--- config.mk ---
export PLATFORM = sky130hd
export DESIGN_NAME = can_uart_frame_bridge_unit
export DESIGN_NICKNAME = d
export VERILOG_FILES = /design/src/rtl/cub_pkg.sv /design/src/rtl/can_uart_frame_bridge_unit.sv /design/src/rtl/cub_deframer.sv /design/src/rtl/cub_framer.sv
export SDC_FILE = /design/constraint.sdc
export NUM_CORES = 1
export LEC_CHECK = 0
export ABC_AREA = 0
export BUFFER_PORTS_ARGS = -buffer_cell sky130_fd_sc_hd__buf_2
export CAP_MARGIN = 10
export CELL_PAD_IN_SITES_DETAIL_PLACEMENT = 1
export CELL_PAD_IN_SITES_GLOBAL_PLACEMENT = 1
export CORE_MARGIN = 2
export CORE_UTILIZATION = 44
export DETAILED_ROUTE_END_ITERATION = 6
export HOLD_SLACK_MARGIN = 0.12
export PLACE_DENSITY = 0.85
export SKIP_LAST_GASP = 1
export SLEW_MARGIN = 20
export SYNTH_ARGS = -nofsm -noshare
export SYNTH_HDL_FRONTEND = slang
export SYNTH_SLANG_ARGS = --single-unit
--- constraint.sdc ---
create_clock -name clk -period 9.2 [get_ports clk]
set_input_delay 2.3 -clock clk [delete_from_list [all_inputs] [get_ports clk]]
set_output_delay 2.3 -clock clk [all_outputs]
set_load 0.01 [all_outputs]
--- src/rtl/cub_pkg.sv ---
// Package for the CAN/UART frame bridge.
// Holds the framing constants and the structs passed between the bridge modules.
`default_nettype none

package cub_pkg;

  localparam logic [7:0] START_BYTE   = 8'hFD;
  localparam logic [7:0] END_BYTE     = 8'hBF;
  localparam logic [7:0] HDR_ZERO_BIT = 8'b0000_1000;
  localparam logic [7:0] HDR_ID_MASK  = 8'b0000_0111;
  localparam logic [7:0] BYTE_MASK    = 8'hFF;

  localparam logic [3:0] MAX_LEN      = 4'd8;
  localparam logic [3:0] DATA_POS     = 4'd3;

  localparam logic       KIND_UART    = 1'b0;
  localparam logic       KIND_CAN     = 1'b1;

  typedef struct packed {
    logic [10:0] id;
    logic [3:0]  len;
    logic [63:0] payload;
  } cub_frame_t;

  typedef struct packed {
    logic       busy;
    logic       last;
    logic [7:0] data;
  } cub_byte_t;

endpackage

`default_nettype wire

--- src/rtl/can_uart_frame_bridge_unit.sv ---
// Top level of the CAN/UART frame bridge: deframer, framer and the output register.
// Depends on cub_pkg, cub_deframer and cub_framer.
//
//   channel   direction   handshake              payload
//   in        into block  in_valid / in_stall    action, rx_byte, in_id, in_len, in_payload
//   out       from block  out_valid / out_stall  out_kind, tx_byte, last_byte, out_id,
//                                                 out_len, out_payload
//
// Each accepted UART byte gives at most one CAN frame transfer, registered in the cycle after it.
// A CAN frame gives len + 4 output bytes (len clamped to MAX_LEN), one byte per cycle while the
// output is not stalled, from the framer's step counter; in_stall stays high until its closing byte has been loaded.
// Input is also held off while a finished transfer waits on out_stall.
// Reset returns the deframer to idle with zeroed state and empties the output register.
`default_nettype none

module can_uart_frame_bridge_unit
  import cub_pkg::*;
(
  input  wire logic        clk,
  input  wire logic        rst,
  input  wire logic        in_valid,
  output logic             in_stall,
  input  wire logic        action,
  input  wire logic [7:0]  rx_byte,
  input  wire logic [10:0] in_id,
  input  wire logic [3:0]  in_len,
  input  wire logic [63:0] in_payload,
  output logic             out_valid,
  input  wire logic        out_stall,
  output logic             out_kind,
  output logic [7:0]       tx_byte,
  output logic             last_byte,
  output logic [10:0]      out_id,
  output logic [3:0]       out_len,
  output logic [63:0]      out_payload
);

  logic       slot_free;
  logic       accept;
  logic       fr_done;
  cub_frame_t frame;
  cub_byte_t  tx;
  logic       advance;

  assign slot_free = !out_valid || !out_stall;
  assign in_stall  = tx.busy || !slot_free;
  assign accept    = in_valid && !in_stall;
  assign advance   = tx.busy && slot_free;

  cub_deframer u_deframer (
    .clk        (clk),
    .rst        (rst),
    .byte_valid (accept && action == KIND_UART),
    .rx_byte    (rx_byte),
    .done       (fr_done),
    .frame      (frame)
  );

  cub_framer u_framer (
    .clk          (clk),
    .rst          (rst),
    .load         (accept && action == KIND_CAN),
    .load_id      (in_id),
    .load_len     (in_len),
    .load_payload (in_payload),
    .advance      (advance),
    .tx           (tx)
  );

  always_ff @(posedge clk) begin
    if (rst) begin
      out_valid <= 1'b0;
    end else if (advance) begin
      out_valid <= 1'b1;
    end else if (accept && action == KIND_UART && fr_done) begin
      out_valid <= 1'b1;
    end else if (!out_stall) begin
      out_valid <= 1'b0;
    end
  end

  always_ff @(posedge clk) begin
    if (advance) begin
      out_kind    <= KIND_UART;
      tx_byte     <= tx.data;
      last_byte   <= tx.last;
      out_id      <= 11'd0;
      out_len     <= 4'd0;
      out_payload <= 64'd0;
    end else if (accept && action == KIND_UART && fr_done) begin
      out_kind    <= KIND_CAN;
      tx_byte     <= 8'd0;
      last_byte   <= 1'b0;
      out_id      <= frame.id;
      out_len     <= frame.len;
      out_payload <= frame.payload;
    end
  end

endmodule

`default_nettype wire

--- src/rtl/cub_deframer.sv ---
// Byte deframer: collects start, header, id, data and end bytes into one CAN frame.
// Depends on cub_pkg for the framing constants and the frame struct.
`default_nettype none

module cub_deframer
  import cub_pkg::*;
(
  input  wire logic       clk,
  input  wire logic       rst,
  input  wire logic       byte_valid,
  input  wire logic [7:0] rx_byte,
  output logic            done,
  output cub_frame_t      frame
);

  logic [3:0]  pos;
  logic [3:0]  len;
  logic [10:0] id;
  logic [7:0]  data [8];

  logic [4:0]  end_pos;
  logic        in_data;
  logic        at_end;
  logic [2:0]  data_idx;

  assign end_pos  = {1'b0, DATA_POS} + {1'b0, len};
  assign in_data  = (pos >= DATA_POS) && (len <= MAX_LEN) && ({1'b0, pos} < end_pos);
  assign at_end   = (pos >= DATA_POS) && (len <= MAX_LEN) && ({1'b0, pos} == end_pos);
  assign data_idx = pos[2:0] - DATA_POS[2:0];
  assign done     = byte_valid && at_end && (rx_byte == END_BYTE);

  always_ff @(posedge clk) begin
    if (rst) begin
      pos <= 4'd0;
      len <= 4'd0;
      id  <= 11'd0;
      for (int i = 0; i < 8; i++) begin
        data[i] <= 8'd0;
      end
    end else if (byte_valid) begin
      if (pos == 4'd0 && rx_byte == START_BYTE) begin
        pos <= 4'd1;
      end else if (pos == 4'd1 && (rx_byte & HDR_ZERO_BIT) == 8'd0) begin
        len <= rx_byte[7:4];
        id  <= {rx_byte[2:0], 8'd0};
        pos <= (rx_byte[7:4] <= MAX_LEN) ? 4'd2 : 4'd0;
      end else if (pos == 4'd2) begin
        id  <= {id[10:8], rx_byte};
        pos <= 4'd3;
      end else if (in_data) begin
        data[data_idx] <= rx_byte;
        pos <= pos + 4'd1;
      end else begin
        // A finished frame and every malformed byte both send the deframer back to idle.
        pos <= 4'd0;
      end
    end
  end

  // Bytes at or beyond the parsed length are zeroed, as the data array may hold stale bytes from an earlier frame.
  always_comb begin
    frame.id  = id;
    frame.len = len;
    for (int i = 0; i < 8; i++) begin
      frame.payload[8*i +: 8] = (4'(i) < len) ? data[i] : 8'd0;
    end
  end

endmodule

`default_nettype wire

--- src/rtl/cub_framer.sv ---
// Byte framer: walks one CAN frame out as start, header, id, data and end bytes.
// Depends on cub_pkg for the framing constants and the byte struct.
`default_nettype none

module cub_framer
  import cub_pkg::*;
(
  input  wire logic        clk,
  input  wire logic        rst,
  input  wire logic        load,
  input  wire logic [10:0] load_id,
  input  wire logic [3:0]  load_len,
  input  wire logic [63:0] load_payload,
  input  wire logic        advance,
  output cub_byte_t        tx
);

  logic        busy;
  logic [3:0]  step;
  logic [3:0]  len;
  logic [10:0] id;
  logic [63:0] pay;
  logic        last;

  assign last = (step == (len + DATA_POS));

  always_ff @(posedge clk) begin
    if (rst) begin
      busy <= 1'b0;
      step <= 4'd0;
    end else if (load) begin
      busy <= 1'b1;
      step <= 4'd0;
    end else if (advance && busy) begin
      if (last) begin
        busy <= 1'b0;
      end else begin
        step <= step + 4'd1;
      end
    end
  end

  // The data bytes leave through the low byte of a shift register.
  always_ff @(posedge clk) begin
    if (load) begin
      len <= (load_len > MAX_LEN) ? MAX_LEN : load_len;
      id  <= load_id;
      pay <= load_payload;
    end else if (advance && busy && step >= DATA_POS) begin
      pay <= {8'd0, pay[63:8]};
    end
  end

  always_comb begin
    tx.busy = busy;
    tx.last = last;
    case (step)
      4'd0:    tx.data = START_BYTE;
      4'd1:    tx.data = {len, 1'b0, id[10:8]};
      4'd2:    tx.data = id[7:0] & BYTE_MASK;
      default: tx.data = last ? END_BYTE : pay[7:0];
    endcase
  end

endmodule

`default_nettype wire
==> run metrics, run 1 <==
die width=157 um; Max-Slew Margin vs Limit=28.7%; Post-route DRC=0; pre-CTS setup slack=3.92 ns; Initial Util=45.0%; largest net degree at the start of global routing=84; Congestion Overflow GR=0; number of standard cells in the final layout excluding fillers=1430; Final Cycle Share=57.2%; PostCTS Resize Cnt=0; CTS H-Tree Depth=1; achievable frequency=190 MHz; Final Core Density=53.9%; CORE AREA=22800 sq um; dpl hpwl=18.1 mm; first-pass GRT wire length=40.9 mm; final estimated routing congestion in global placement=0.885; vias in the first global route=7833; uppermost layer routed=met5; Pre-antenna DRT Iters=4; met1 WL=10.3 mm; PnR worst setup slack=3.94 ns; CP Class=input pin to primary output; Synthesized Nets=1029; Final nets=1202; IO buf count=182; worst vdd ir=0.129 mV; total CTS buffers=27; final antenna-violating net count=0; clock transition at the registers of the reported paths=0.06 ns; min cycle time layout=5.26 ns; Hold WC Path Type=flip-flop to flip-flop; placed insts=1379; Setup Skew=0.00955 ns; max-slew violation count=0; Layout area overhead=19.8%; initial antenna violation count=5; Synth cell types=54; DR WL met3=1.37 mm; Synth Flop Type=edfxtp_1; Pleak=5.20 nW; Top Ports=183; Worst EP required=6.90 ns; status=complete, no violations; met2 WL post-DR=13.5 mm; register area share after synthesis=65.0%; Worst Path Max Fanout=4; Core Rows=55; Longest Clk Path Bufs=3; vias per cell=5.25; Fillers=2525; Post-synth EDFFs=152; pwr dens=198 nW/um^2; GRT Total Usage=21.3%; Worst-Margin Slew=1.07 ns; Max-Cap Viols=0; RSZ-0062 raised after global routing=false; Post-CTS Setup Inserts=0; share of cells above drive strength 1=23.2%; clock latency at the later pin of the worst-skew pair=0.52 ns; Hold Violations, Final=0; CTS tree=yes; final wirelength=26.2 mm; cell count after synthesis=922; First DRT Iteration DRCs=418; #FFs+latches synth=257; via count=7505; setup TNS=0 ns; clk sinks=257; Worst Path Arrival=2.96 ns; Avg Inst Size Synth=11.1 sq um; Die ar.=24500 sq um; setup violators final=0; asr flop ratio synth=0%; Post-CTS Hold Fix Bufs=0; Root Driver=clkbuf_16; crit end category=primary output; die height=157 um; crit start category=input pin; synthesis warning total=0; synthesized area=10300 sq um; Avg WL per Cell=18.3 um
-- cell usage in the layout (no fill, tap or decap), types with 2 or more instances in the layout --
cell type	n
a221oi_1	6
ha_1	15
o31ai_1	2
dfxtp_1	105
clkbuf_8	4
buf_2	182
nand2b_1	9
a31oi_1	2
clkbuf_1	6
buf_4	7
clkbuf_16	27
clkinv_2	6
nor3_4	2
clkbuf_2	2
nor2_2	4
a22o_1	41
nor3_1	6
nor2b_1	7
o21ai_0	15
nor2_1	82
a21oi_1	15
and2_1	11
edfxtp_1	152
inv_1	15
nand4_4	8
nand3_1	67
xnor2_1	10
nor3b_1	2
a21o_1	3
mux2i_1	9
nand2_1	246
a22oi_1	5
a21oi_2	4
clkinv_1	4
nand4_1	5
xor2_1	2
-- cells in the mapped netlist (3+ instances only) --
library cell,number,area share [%]
a22o_1,41,3.5
o21ai_0,16,0.78
a21oi_2,4,0.34
clkbuf_1,28,1.0
nand4_1,5,0.31
nor2_1,83,3.0
edfxtp_1,152,45
nor2b_1,7,0.43
and2_1,11,0.67
dfxtp_1,105,21
nor3_1,6,0.29
a21o_1,3,0.22
ha_1,15,1.8
nand3_1,68,3.3
buf_2,10,0.49
nor2_2,3,0.18
nand2b_1,9,0.55
xnor2_1,10,0.85
nand4_4,8,1.7
a21oi_1,15,0.73
inv_1,15,0.55
buf_1,5,0.18
mux2i_1,9,0.88
a221oi_1,6,0.51
nand2_1,247,9.0
a22oi_1,5,0.37
-- flip-flops by register name, indices dropped and copies added (netlist names) --
name and flops:
u_deframer.len 4, tx_byte 8, u_framer.step 4, u_framer.busy 1, u_deframer.pos 4, out_id 11
u_framer.id 11, u_framer.len 4, out_valid 1, out_len 4, u_deframer.id 11, out_payload 64
u_deframer.data 64, out_kind 1, u_framer.pay 64, last_byte 1
-- cell families after synthesis --
| group | share of synthesized area, % |
|---|---|
| flops | 65.0 |
| simple gates | 21.0 |
| compound gates | 7.48 |
| xor+xnor | 1.24 |
| buf+inv | 2.57 |
| fa+ha+maj | 1.83 |
| mux | 0.879 |
-- final cells by class --
type                            count  area, sq um  area share (%)
Antenna cell                        1         2.50          0.0204
Clock buffer                       39          763            6.22
Clock inverter                     11         58.8           0.479
Inverter                           17         63.8           0.520
Multi-Input combinational cell    602         3360            27.3
Sequential cell                   257         6670            54.3
Tap cell                          313          392            3.19
Timing Repair Buffer              190          975            7.94
-- path summary, 6_finish.rpt --
kind | start | end | slack, ns | depth (start not counted)
max reg2reg | u_deframer.len[1] | u_deframer.data[3][5] | 5.84 | 9
min | out_id[7] | out_id[7] | 0.45 | 2
min reg2reg | out_id[7] | out_id[7] | 0.45 | 2
max | out_stall | in_stall | 3.94 | 4
-- layer usage --
layer  vias up  GRT usage (%)
li1       3570              -
met2       218           39.6
met1      3647           24.1
met3        62           4.26
met5         -              0
met4         8           7.34
-- worst max-delay path, stage by stage --
cell and delay, ns:
buf_2 0.12, a21oi_2 0.26, inv_1 0.12, buf_2 0.17
-- where the power goes --
| part | leakage (nW) | internal, W | switching (W) | total, W |
|---|---|---|---|---|
| logic | 2.45 | 0.0000449 | 0.000104 | 0.000148 |
| registers | 2.33 | 0.00126 | 0.0000144 | 0.00127 |
| clock network | 0.414 | 0.000575 | 0.000432 | 0.00101 |
-- per-stage QoR --
stage	instance area [sq um]	hold WS, ns	total power, W
2_1_floorplan	10300	0.422	0.00139
4_1_cts	12300	0.452	0.00245
6_report	12300	0.447	0.00243
3_3_place_gp	11400	0.432	0.00144
5_1_grt	12300	0.465	0.00251
3_5_place_dp	11400	0.442	0.00145
Power figures use the tool's default switching activity.
==> inputs of run 2 (changes only) <==
ABC_AREA = 1   (was 0)
CORE_UTILIZATION = 43   (was 44)
clock period = 5.5 ns   (was 9.2 ns; I/O delays follow)
==> run 2 against run 1 <==
Clock-buffer cell count increased by 3. Critical path depth increased by 3. Critical path type is now flip-flop to flip-flop. Largest cell class unchanged. Register-to-register slack worse by 4.0 ns. Cell area rose by 3.1%. First-iteration DRC count is 27% higher. Combinational power increased by 64%. Wire length rose by 7.8%. Utilization decreased by 1.7 points. Worst hold slack improved by 0.0019 ns. Sequential cell count unchanged. Non-clock buffer count stayed put. Total power rose by 74%.
==> run metrics, run 2 <==
dpl hpwl=18.9 mm (was 18.1 mm); register area share after synthesis=62.8% (was 65.0%); Fillers=2807 (was 2525); synthesis warning total=0 (unchanged); top-count cell post-synth=nand2_1 (unchanged); min cycle time layout=3.62 ns; Avg WL per Cell=17.5 um (was 18.3 um); worst hold slack=0.449 ns (was 0.447 ns); via count=8219 (was 7505); PostCTS Resize Cnt=0 (unchanged); final wirelength=28.2 mm (was 26.2 mm); CTS tree=yes (unchanged); Yosys top cell area share=43.0% (was 44.5%); Final Cycle Share=65.9%; Synth area leader=edfxtp_1 (unchanged); #FFs+latches synth=257 (unchanged); Hold WC Path Type=flip-flop to flip-flop (unchanged); crit end category=flip-flop (was primary output); RSZ-0062 raised after global routing=false (unchanged); Worst path max stage delay=0.72 ns (was 0.26 ns); Hold Violations, Final=0 (unchanged); clock latency at the later pin of the worst-skew pair=0.53 ns (was 0.52 ns); GRT Total Usage=21.7% (was 21.3%); complex-gate fraction of the synthesized area=6.86% (was 7.48%); Setup Skew=0.0181 ns (was 0.00955 ns); worst vdd ir=0.164 mV (was 0.129 mV); commonest non-fill, non-tap cell in the layout=nand2_1 (unchanged); Avg Inst Size Synth=9.70 sq um (was 11.1 sq um); First DRT Iteration DRCs=530 (was 418); CP max stage cell=nand3_1 (was a21oi_2); total CTS buffers=27 (unchanged); share of cells above drive strength 1=20.6% (was 23.2%); Crit path top cell by count=nand3_1 (was buf_2); status=complete, no violations (unchanged); Post-route DRC=0 (unchanged); Worst Path Max Fanout=34 (was 4); Worst-Margin Slew=0.979 ns (was 1.07 ns); Root Driver=clkbuf_16 (unchanged); Synth Flop Type=edfxtp_1 (unchanged); commonest cells after routing, fill and taps aside=312 x nand2_1, 182 x buf_2, 152 x edfxtp_1, 105 x dfxtp_1, 101 x nor2_1 (was 246 x nand2_1, 182 x buf_2, 152 x edfxtp_1, 105 x dfxtp_1, 82 x nor2_1); synthesized-area fraction occupied by adder cells=1.77% (was 1.83%); main combinational cell family by area after synthesis=simple AND/OR/NAND/NOR gates (unchanged); Final nets=1369 (was 1202); largest cells by area after synthesis=edfxtp_1 43%, dfxtp_1 20%, nand2_1 11%, nand3_1 4.6%, o21ai_0 3.9% (was edfxtp_1 45%, dfxtp_1 21%, nand2_1 9.0%, a22o_1 3.5%, nand3_1 3.3%); crit start category=flip-flop (was input pin); top cells by instance count after synthesis=313 x nand2_1, 152 x edfxtp_1, 105 x dfxtp_1 (was 247 x nand2_1, 152 x edfxtp_1, 105 x dfxtp_1); die height=161 um (was 157 um); Worst EP required=5.92 ns (was 6.90 ns); cell count after synthesis=1094 (was 922); pwr dens=333 nW/um^2 (was 198 nW/um^2); setup violators final=0 (unchanged); Post-synth EDFFs=152 (unchanged); final estimated routing congestion in global placement=0.910 (was 0.885); clk sinks=257 (unchanged); Synth Area in XOR/XNOR=0.826% (was 1.24%); post-synthesis mux area share=0% (was 0.879%); Worst Path Arrival=4.05 ns (was 2.96 ns); Top Ports=183 (unchanged); WP buf/inv=2 (was 3); die width=161 um (was 157 um); Pleak=5.40 nW (was 5.20 nW); first-pass GRT wire length=45.3 mm (was 40.9 mm); Pre-antenna DRT Iters=4 (unchanged); Die ar.=25900 sq um (was 24500 sq um); Congestion Overflow GR=0 (unchanged); Initial Util=43.7% (was 45.0%); initial antenna violation count=3 (was 5); IO buf count=182 (unchanged); synthesized area=10600 sq um (was 10300 sq um); CTS H-Tree Depth=1 (unchanged); Post-CTS Setup Inserts=0 (unchanged); CORE AREA=24200 sq um (was 22800 sq um); largest net degree at the start of global routing=85 (was 84); cell family with most CP delay=buffers and inverters (unchanged); Synth cell types=37 (was 54); final antenna-violating net count=0 (unchanged); Largest regs=out_payload: 64 flops, u_deframer.data: 64 flops, u_framer.pay: 64 flops (unchanged); clock transition at the registers of the reported paths=0.06 ns (about the same); Max-Cap Viols=0 (unchanged); critical path, cell by cell=clkinv_1 > ha_1 > nand3_1 > nor3_1 > nand3_1 > buf_4 > o21ai_0 (was buf_2 > a21oi_2 > inv_1 > buf_2); Longest Clk Path Bufs=3 (unchanged); vias in the first global route=8756 (was 7833); Layout area overhead=19.3% (was 19.8%); vias per cell=5.11 (was 5.25); Post-CTS Hold Fix Bufs=0 (unchanged); CP Class=flip-flop to flip-flop (was input pin to primary output); achievable frequency=276 MHz; Simple-Gate Fraction of Synth Area=22.7% (was 21.0%); max-slew violation count=0 (unchanged); Max-Slew Margin vs Limit=34.6% (was 28.7%); Core Rows=57 (was 55); asr flop ratio synth=0% (unchanged); Synthesized Nets=1201 (was 1029); setup TNS=0 ns (unchanged)
==> run 2: changes by cell type after synthesis, moves of 9 or more <==
cell / delta
nand2_1: +66
o21ai_0: +66
inv_1: +46
a22o_1: -40
nand3_1: +29
a21oi_1: +25
nor2_1: +19
o21ai_1: +12
and2_1: -11
mux2i_1: -9
nand2b_1: -9
==> run 2: cells by family (layout without fill, tap and decap cells) <==
group / Yosys count / in the layout
AO/OA/AOI/OAI: 142 / 142
XOR/XNOR: 10 / 10
adder cells (fa/ha/maj): 15 / 15
buffers and inverters: 124 / 313
flip-flops: 257 / 257
other: 0 / 1
AND/OR/NAND/NOR: 546 / 546
==> run 2: power breakdown <==
group,switching (W),total (W),internal (W)
Sequential,0.0000214,0.00212,0.00210
Combinational,0.000173,0.000243,0.0000699
Clock,0.000725,0.00185,0.00113
==> run 2: layout make-up <==
type,instances,area (sq um),share of cell area (%)
Clock buffer,42,792,6.26
Clock inverter,8,118,0.929
Multi-Input combinational cell,713,3430,27.1
Tap cell,324,405,3.20
Sequential cell,257,6670,52.7
Inverter,73,274,2.17
Antenna cell,1,2.50,0.0198
Timing Repair Buffer,190,971,7.67
==> run 2: path summary, 6_finish.rpt <==
path,startpoint,cells past startpoint,slack (ns),end
max,u_deframer.pos[0],7,1.88,out_payload[15]
min,u_deframer.id[10],2,0.45,u_deframer.id[10]
max reg2reg,u_deframer.pos[0],7,1.88,out_payload[15]
min reg2reg,u_deframer.id[10],2,0.45,u_deframer.id[10]
==> run 2: layer usage <==
layer	GRT usage [%]	up-vias	share of wire, %	wire [um]
met5	0	-	0.046	13
met1	27.5	3968	43	12000
met4	8.44	2	3.5	986
met2	37.2	199	49	13700
li1	-	3981	-	-
met3	3.98	69	5.2	1460
==> run 2: worst register-to-register path, stage by stage (launching register included) <==
cell	delay, ns
dfxtp_1	0.66
clkinv_1	0.52
ha_1	0.45
nand3_1	0.11
nor3_1	0.23
nand3_1	0.72
buf_4	0.54
o21ai_0	0.29
==> run 2: through the flow <==
step	util [%]	total power, W	instances	area [sq um]	setup slack (ns)
after floorplan	-	0.00230	1094	10600	1.66
after CTS	52.2	0.00426	1607	12700	1.84
after global routing	52.2	0.00437	1607	12700	1.58
final	52.2	0.00422	1608	12700	1.88
after global placement	48.4	0.00239	1557	11700	1.83
after detailed placement	48.4	0.00241	1557	11700	1.67
